File: src/msrd_pkg.sv
package msrd_pkg;

  localparam int SPEED_W   = 8;
  localparam int DIR_W     = 2;
  localparam int MODE_W    = 2;
  localparam int ELAPSED_W = 16;
  localparam int CFG_IDX_W = 2;
  localparam int CFG_W     = 8;

  localparam logic [DIR_W-1:0] DIR_STOP    = 2'd0;
  localparam logic [DIR_W-1:0] DIR_FWD     = 2'd1;
  localparam logic [DIR_W-1:0] DIR_REV     = 2'd2;
  localparam logic [DIR_W-1:0] DIR_UNUSED  = 2'd3;

  localparam logic [MODE_W-1:0] MODE_STEADY = 2'd0;
  localparam logic [MODE_W-1:0] MODE_ACCEL  = 2'd1;
  localparam logic [MODE_W-1:0] MODE_DECEL  = 2'd2;
  localparam logic [MODE_W-1:0] MODE_FLIP   = 2'd3;

  localparam logic [CFG_IDX_W-1:0] REG_HYSTERESIS   = 2'd0;
  localparam logic [CFG_IDX_W-1:0] REG_ACCELERATION = 2'd1;

  localparam logic [CFG_W-1:0] HYSTERESIS_RST   = 8'd8;
  localparam logic [CFG_W-1:0] ACCELERATION_RST = 8'd6;

  typedef struct packed {
    logic                 action;
    logic [DIR_W-1:0]     command_direction;
    logic [SPEED_W-1:0]   command_speed;
    logic [ELAPSED_W-1:0] elapsed;
  } in_word_t;

  typedef struct packed {
    logic [SPEED_W-1:0] duty;
    logic               drive_forward;
    logic               drive_reverse;
    logic [MODE_W-1:0]  ramp_mode;
  } out_word_t;

  typedef struct packed {
    logic [SPEED_W-1:0] present_speed;
    logic [SPEED_W-1:0] goal_speed;
    logic [SPEED_W-1:0] pending_speed;
    logic [DIR_W-1:0]   pending_direction;
    logic [DIR_W-1:0]   present_direction;
    logic [MODE_W-1:0]  mode;
  } state_t;

  typedef struct packed {
    logic [CFG_W-1:0] hysteresis;
    logic [CFG_W-1:0] acceleration;
  } cfg_t;

endpackage

File: src/msrd_core.sv
module msrd_core (
  input  logic                clk,
  input  logic                rst_n,
  input  logic                adv,
  input  msrd_pkg::in_word_t  word,
  input  msrd_pkg::cfg_t      cfg,
  output msrd_pkg::out_word_t res
);

  msrd_pkg::state_t st_r;
  msrd_pkg::state_t st_nxt;
  msrd_pkg::state_t c;

  logic [23:0]                   prod;
  logic [msrd_pkg::SPEED_W-1:0]  step;
  logic [msrd_pkg::DIR_W-1:0]    dir_c;
  logic [msrd_pkg::SPEED_W:0]    sum;
  logic [msrd_pkg::SPEED_W:0]    dec_lim;

  assign prod = word.elapsed * cfg.acceleration;
  // saturate the ramp step at full scale
  assign step = (|prod[23:8]) ? 8'hFF : prod[7:0];
  assign dir_c = (word.command_direction == msrd_pkg::DIR_UNUSED) ?
                 msrd_pkg::DIR_STOP : word.command_direction;

  // command phase
  always_comb begin
    c = st_r;
    if (word.action) begin
      if (st_r.present_direction == dir_c) begin
        if (dir_c == msrd_pkg::DIR_STOP) begin
          c.present_speed = '0;
          c.goal_speed    = '0;
          c.mode          = msrd_pkg::MODE_STEADY;
        end else if ({1'b0, st_r.present_speed} >=
                     ({1'b0, word.command_speed} + {1'b0, cfg.hysteresis})) begin
          c.goal_speed = word.command_speed;
          c.mode       = msrd_pkg::MODE_DECEL;
        end else if (({1'b0, st_r.present_speed} + {1'b0, cfg.hysteresis}) <=
                     {1'b0, word.command_speed}) begin
          c.goal_speed = word.command_speed;
          c.mode       = msrd_pkg::MODE_ACCEL;
        end else begin
          // inside the band: snap
          c.present_speed = word.command_speed;
          c.goal_speed    = word.command_speed;
          c.mode          = msrd_pkg::MODE_STEADY;
        end
      end else if (st_r.present_direction == msrd_pkg::DIR_STOP) begin
        c.present_speed     = '0;
        c.goal_speed        = word.command_speed;
        c.mode              = msrd_pkg::MODE_ACCEL;
        c.present_direction = dir_c;
      end else if (dir_c == msrd_pkg::DIR_STOP) begin
        c.goal_speed = '0;
        c.mode       = msrd_pkg::MODE_DECEL;
      end else begin
        c.pending_speed     = word.command_speed;
        c.pending_direction = dir_c;
        c.mode              = msrd_pkg::MODE_FLIP;
      end
    end
  end

  assign sum     = {1'b0, c.present_speed} + {1'b0, step};
  assign dec_lim = {1'b0, c.goal_speed} + {1'b0, step};

  // ramp phase
  always_comb begin
    st_nxt = c;
    case (c.mode)
      msrd_pkg::MODE_ACCEL: begin
        if (sum >= {1'b0, c.goal_speed}) begin
          st_nxt.present_speed = c.goal_speed;
          st_nxt.mode          = msrd_pkg::MODE_STEADY;
        end else begin
          st_nxt.present_speed = sum[msrd_pkg::SPEED_W-1:0];
        end
      end
      msrd_pkg::MODE_DECEL: begin
        if ({1'b0, c.present_speed} <= dec_lim) begin
          st_nxt.present_speed = c.goal_speed;
          st_nxt.mode          = msrd_pkg::MODE_STEADY;
          if (c.goal_speed == '0) begin
            st_nxt.present_direction = msrd_pkg::DIR_STOP;
          end
        end else begin
          st_nxt.present_speed = c.present_speed - step;
        end
      end
      msrd_pkg::MODE_FLIP: begin
        if (c.present_speed <= step) begin
          // reached zero: take the pending command
          st_nxt.present_speed     = '0;
          st_nxt.present_direction = c.pending_direction;
          st_nxt.goal_speed        = c.pending_speed;
          st_nxt.mode              = msrd_pkg::MODE_ACCEL;
        end else begin
          st_nxt.present_speed = c.present_speed - step;
        end
      end
      default: begin
        st_nxt = c;
      end
    endcase
  end

  always_ff @(posedge clk) begin
    if (!rst_n) begin
      st_r <= '0;
    end else if (adv) begin
      st_r <= st_nxt;
    end
  end

  assign res.duty          = st_nxt.present_speed;
  assign res.drive_forward = (st_nxt.present_direction == msrd_pkg::DIR_FWD);
  assign res.drive_reverse = (st_nxt.present_direction == msrd_pkg::DIR_REV);
  assign res.ramp_mode     = st_nxt.mode;

endmodule

File: src/motor_speed_ramp_direction_control.sv
// A word is held in the input register, and its result in the result register.
// Throughput: one word per cycle unless out_stall holds the output; the speed and
// direction update is a single pass through the command and ramp logic between them.
// Reset (rst_n low at a clock edge): both registers empty, speeds zero,
// direction stop, mode steady, hysteresis 8, acceleration 6.
module motor_speed_ramp_direction_control (
  input  logic                                clk,
  input  logic                                rst_n,
  input  logic                                in_valid,
  output logic                                in_stall,
  input  msrd_pkg::in_word_t                  in_word,
  output logic                                out_valid,
  input  logic                                out_stall,
  output msrd_pkg::out_word_t                 out_word,
  input  logic                                cfg_valid,
  output logic                                cfg_ready,
  input  logic [msrd_pkg::CFG_IDX_W-1:0]      cfg_index,
  input  logic [msrd_pkg::CFG_W-1:0]          cfg_data
);

  logic                 a_valid_r;
  logic                 a_valid_nxt;
  msrd_pkg::in_word_t   a_word_r;
  logic                 out_valid_r;
  logic                 out_valid_nxt;
  msrd_pkg::out_word_t  out_word_r;
  msrd_pkg::out_word_t  res;
  msrd_pkg::cfg_t       cfg_r;
  logic                 adv;
  logic                 in_acc;

  assign cfg_ready = 1'b1;
  assign adv       = a_valid_r && (!out_valid_r || !out_stall);
  assign in_stall  = a_valid_r && out_valid_r && out_stall;
  assign in_acc    = in_valid && !in_stall;

  always_comb begin
    a_valid_nxt = a_valid_r;
    if (in_acc) begin
      a_valid_nxt = 1'b1;
    end else if (adv) begin
      a_valid_nxt = 1'b0;
    end
    out_valid_nxt = out_valid_r;
    if (adv) begin
      out_valid_nxt = 1'b1;
    end else if (!out_stall) begin
      out_valid_nxt = 1'b0;
    end
  end

  always_ff @(posedge clk) begin
    if (!rst_n) begin
      a_valid_r          <= 1'b0;
      out_valid_r        <= 1'b0;
      cfg_r.hysteresis   <= msrd_pkg::HYSTERESIS_RST;
      cfg_r.acceleration <= msrd_pkg::ACCELERATION_RST;
    end else begin
      a_valid_r   <= a_valid_nxt;
      out_valid_r <= out_valid_nxt;
      if (cfg_valid) begin
        case (cfg_index)
          msrd_pkg::REG_HYSTERESIS:   cfg_r.hysteresis   <= cfg_data;
          msrd_pkg::REG_ACCELERATION: cfg_r.acceleration <= cfg_data;
          default: begin
            // drop writes to unknown registers
          end
        endcase
      end
    end
  end

  always_ff @(posedge clk) begin
    if (in_acc) begin
      a_word_r <= in_word;
    end
    if (adv) begin
      out_word_r <= res;
    end
  end

  msrd_core u_core (
    .clk   (clk),
    .rst_n (rst_n),
    .adv   (adv),
    .word  (a_word_r),
    .cfg   (cfg_r),
    .res   (res)
  );

  assign out_valid = out_valid_r;
  assign out_word  = out_word_r;

  a_stall_needs_word: assert property (@(posedge clk) disable iff (!rst_n)
    in_stall |-> (a_valid_r && out_valid_r))
    else $error("input stalled without a held word");

  a_word_moves_on: assert property (@(posedge clk) disable iff (!rst_n)
    adv |=> out_valid)
    else $error("processed word not presented at output");

  a_dir_exclusive: assert property (@(posedge clk) disable iff (!rst_n)
    out_valid |-> !(out_word.drive_forward && out_word.drive_reverse))
    else $error("both drive directions active");

  a_stop_is_idle: assert property (@(posedge clk) disable iff (!rst_n)
    (out_valid && !out_word.drive_forward && !out_word.drive_reverse) |->
      (out_word.duty == '0 && out_word.ramp_mode == msrd_pkg::MODE_STEADY))
    else $error("stopped motor with nonzero duty or active ramp");

endmodule

File: config.mk
export PLATFORM = sky130hd
export DESIGN_NAME = motor_speed_ramp_direction_control
export DESIGN_NICKNAME = d
export VERILOG_FILES = /design/src/msrd_pkg.sv /design/src/msrd_core.sv /design/src/motor_speed_ramp_direction_control.sv
export SDC_FILE = /design/constraint.sdc
export NUM_CORES = 1
export LEC_CHECK = 0
export BUFFER_PORTS_ARGS = -buffer_cell sky130_fd_sc_hd__clkbuf_2
export CAP_MARGIN = 20
export CORE_ASPECT_RATIO = 1.2
export CORE_MARGIN = 2
export CORE_UTILIZATION = 50
export CTS_CLUSTER_DIAMETER = 40
export DETAILED_ROUTE_END_ITERATION = 7
export PLACE_DENSITY = 0.67
export SYNTH_ARGS = -nofsm -noshare
export SYNTH_HDL_FRONTEND = slang
export SYNTH_SLANG_ARGS = --single-unit
File: constraint.sdc
create_clock -name clk -period 10.8 [get_ports clk]
set_input_delay 1.08 -clock clk [delete_from_list [all_inputs] [get_ports clk]]
set_output_delay 1.08 -clock clk [all_outputs]
set_load 0.05 [all_outputs]
==> flow_summary.toml <==
[status]
status = "finished, final reports clean"

[route]
dr_total_vias = 8512
ant_nets = 0
drtIter0Drc = 481
wl_met1_mm = 11.1
remaining_drc_errors = 0
via_per_inst = 5.77
wirelength_mm = 27.1
top_layer = "met4"
met3_length_mm = 1.01
wl_met2_mm = 13.5
wl_per_cell_um = 18.4
dr.pass1.iters = 5

[place]
io_buffers = 55
gp_congestion = 0.940
dp.cells = 1457
dpl.hpwl_mm = 21.5

[floorplanning]
start_util = 0.507
die-area_um2 = 22300
core.rowCount = 58
coreArea_um2 = 20800
pin_count = 57
die_height_um = 163
die_w_um = 137

[power_and_ir_drop]
switchingPower_uw = 597
p_comb_frac = 0.492
power_frac_seq = 0.283
p_leak_uw = 0.00511
clkPwrFrac = 0.224
peakVddDrop_mv = 0.124
swShare = 0.424
p_int_uw = 810
power.density_nw_per_um2 = 124

[critical_path]
cpMaxStageDelayCell = "dfxtp_1"
worst_path_largest_cell_delay_ps = 750
crit_buf_inv = 2
worst-path-max-fanout = 17
crit_type = "reg2reg"
cpLargestDelayFamily = "adder cells"
cp.required_ps = 10910
cp-end-kind = "flip-flop"
critical_path_arrival_ps = 9610
crit_top_cell = "fa_1"
critPathLaunchType = "flip-flop"

[grt]
grt_pass1_vias = 8414
grt_max_degree = 51
grt.total_usage = 0.251
grt-ovfl-total = 0
grt_pass1_wl_mm = 43.2
antenna_found_initial = 0

[synthesis]
synthTopCellsByArea = "fa_1 (17%), ha_1 (14%), edfxtp_1 (11%), dfxtp_1 (9.1%), inv_1 (4.9%)"
synth_area_per_cell_um2 = 9.04
synth_edf_count = 39
synth-seq-cells = 87
async_reset_ff_frac = 0
synthCells = 1167
synth_fa_ha_area_frac = 0.310
netlist_area_um2 = 10600
syn_nets = 1417
synth_top_family_by_area = "adder cells"
synth_compound_area_frac = 0.180
synth-simple-area-share = 0.172
synthXorXnorAreaFrac = 0.0292
yosysMostFrequentCell = "inv_1"
ys_warn_count = 0
synth_cell_types = 88
synth.area.mux_share = 0.0377
synth_top_area_share = 0.169
synth_commonest_cells = "inv_1 (137), nand2_1 (129), ha_1 (119)"
yosysSeqAreaShare = 0.202
yosysTopAreaCell = "fa_1"
synthFlopType = "dfxtp_1"

[final_layout]
num-nets-final = 1449
syn2layout_area_growth_pct = 7.34
fin_cells = 1474
drive_above_1_share = 0.0914
n_antenna_cell = 0

[sta]
max_slew_margin = 0.396
worst_pin_slew_ps = 907
fin_crit_sh = 0.879
rsz0062_at_grt = "false"
setup_viol = 0
finalSetupTns_ps = 0
drv_slew = 0
hold_viol = 0
finalCriticalPeriod_ps = 9490
fin_skew_ps = 14.6
fmax_mhz = 105

[run]
maxCapViolCount = 0

[clock_tree]
post-cts-setup-buffers = 0
cts.path.max_buffers = 2
cts-htree-levels = 3
cts_buffers = 9
clock_latency_ps = 360
cts_root_buf = "clkbuf_16"
clk_pin_slew_ps = 80
ctsResizeCount = 0
clock-sinks = 87
cts_tree = "built"
cts_hold_buf = 0

[min_path]
hold_path_class = "reg2reg"
sequential cells by signal, summed over array words and instances, names as in the netlist:
signal and flops:
out_valid 1, out_word 12, a_valid_r 1, u_core.st_r 30
a_word_r 27, cfg_r 16
per-stage QoR:
| stage | utilization | worst slack (ps) | hold WS, ps | instance area (um2) | total power [uW] |
|---|---|---|---|---|---|
| after floorplan | - | 2380 | 430 | 10600 | 913 |
| after global placement | 0.529 | 1550 | 442 | 11000 | 1080 |
| after detailed placement | 0.529 | 1400 | 447 | 11000 | 1090 |
| after CTS | 0.543 | 1380 | 456 | 11300 | 1400 |
| after global routing | 0.544 | 574 | 479 | 11300 | 1500 |
| final | 0.544 | 1310 | 454 | 11300 | 1410 |
worst paths after layout:
check                                             startpoint                      endpoint  slack (ps)  cells after the start
worst max register to register         cfg_r[6]$_SDFFE_PN0P_         out_word[2]$_DFFE_PP_        1310                     33
worst min-delay path            u_core.st_r[19]$_SDFFE_PN0P_  u_core.st_r[19]$_SDFFE_PN0P_         450                      2
worst min register to register  u_core.st_r[19]$_SDFFE_PN0P_  u_core.st_r[19]$_SDFFE_PN0P_         450                      2
worst max-delay path                   cfg_r[6]$_SDFFE_PN0P_         out_word[2]$_DFFE_PP_        1310                     33
power by group through the flow:
stage	registers (uW)	clock network, uW	logic, uW
2_1_floorplan	405	0	508
3_3_place_gp	406	0	678
3_5_place_dp	406	0	680
4_1_cts	398	320	686
5_1_grt	402	331	771
6_report	399	316	693
routing by layer:
layer  vias to the layer above  GRT usage
met4                         0      0.142
met1                      4082      0.303
met5                         -          0
li1                       4123          -
met3                        81     0.0233
met2                       226      0.436
layout make-up:
cell class / count / area [um2]
clock buffer: 9 / 225
clock inverter: 7 / 71.3
fill: 1920 / 9500
inverter: 140 / 526
multi-input combinational: 898 / 7700
sequential: 87 / 2130
tap: 270 / 338
timing repair buffer: 63 / 335
placed cells by master (no fill, tap or decap), types with 10 or more instances in the layout:
cell,netlist,layout
inv_1,137,137
dfxtp_1,48,48
or3_1,12,12
mux2i_1,33,33
nand3_1,14,14
o211ai_1,15,15
edfxtp_1,39,39
fa_1,89,89
nor2_1,44,44
nand4_1,11,11
clkbuf_2,0,55
nor3_1,23,22
nor2b_1,27,26
and2_1,59,59
o21ai_0,34,34
o21a_1,11,11
ha_1,119,119
o211a_1,10,10
o21bai_1,12,12
nand2b_1,10,10
xnor2_1,27,27
a21oi_1,50,50
nand2_1,129,129
a21o_1,18,18
worst min-delay path, delay by kind of cell (launching register included):
kind,cells,cell delay [ps]
AO/OA/AOI/OAI,1,50
flip-flops,1,310
AND/OR/NAND/NOR,1,50
kinds of logic (layout without fill, tap and decap cells):
family / after synthesis / in the layout
AND/OR/NAND/NOR: 359 / 359
AO/OA/AOI/OAI: 259 / 259
adder cells (fa/ha/maj): 208 / 208
buffers and inverters: 182 / 219
flip-flops: 87 / 87
multiplexers: 38 / 38
XOR/XNOR: 33 / 33
other: 1 / 1
(Power assumes the default switching activity.)
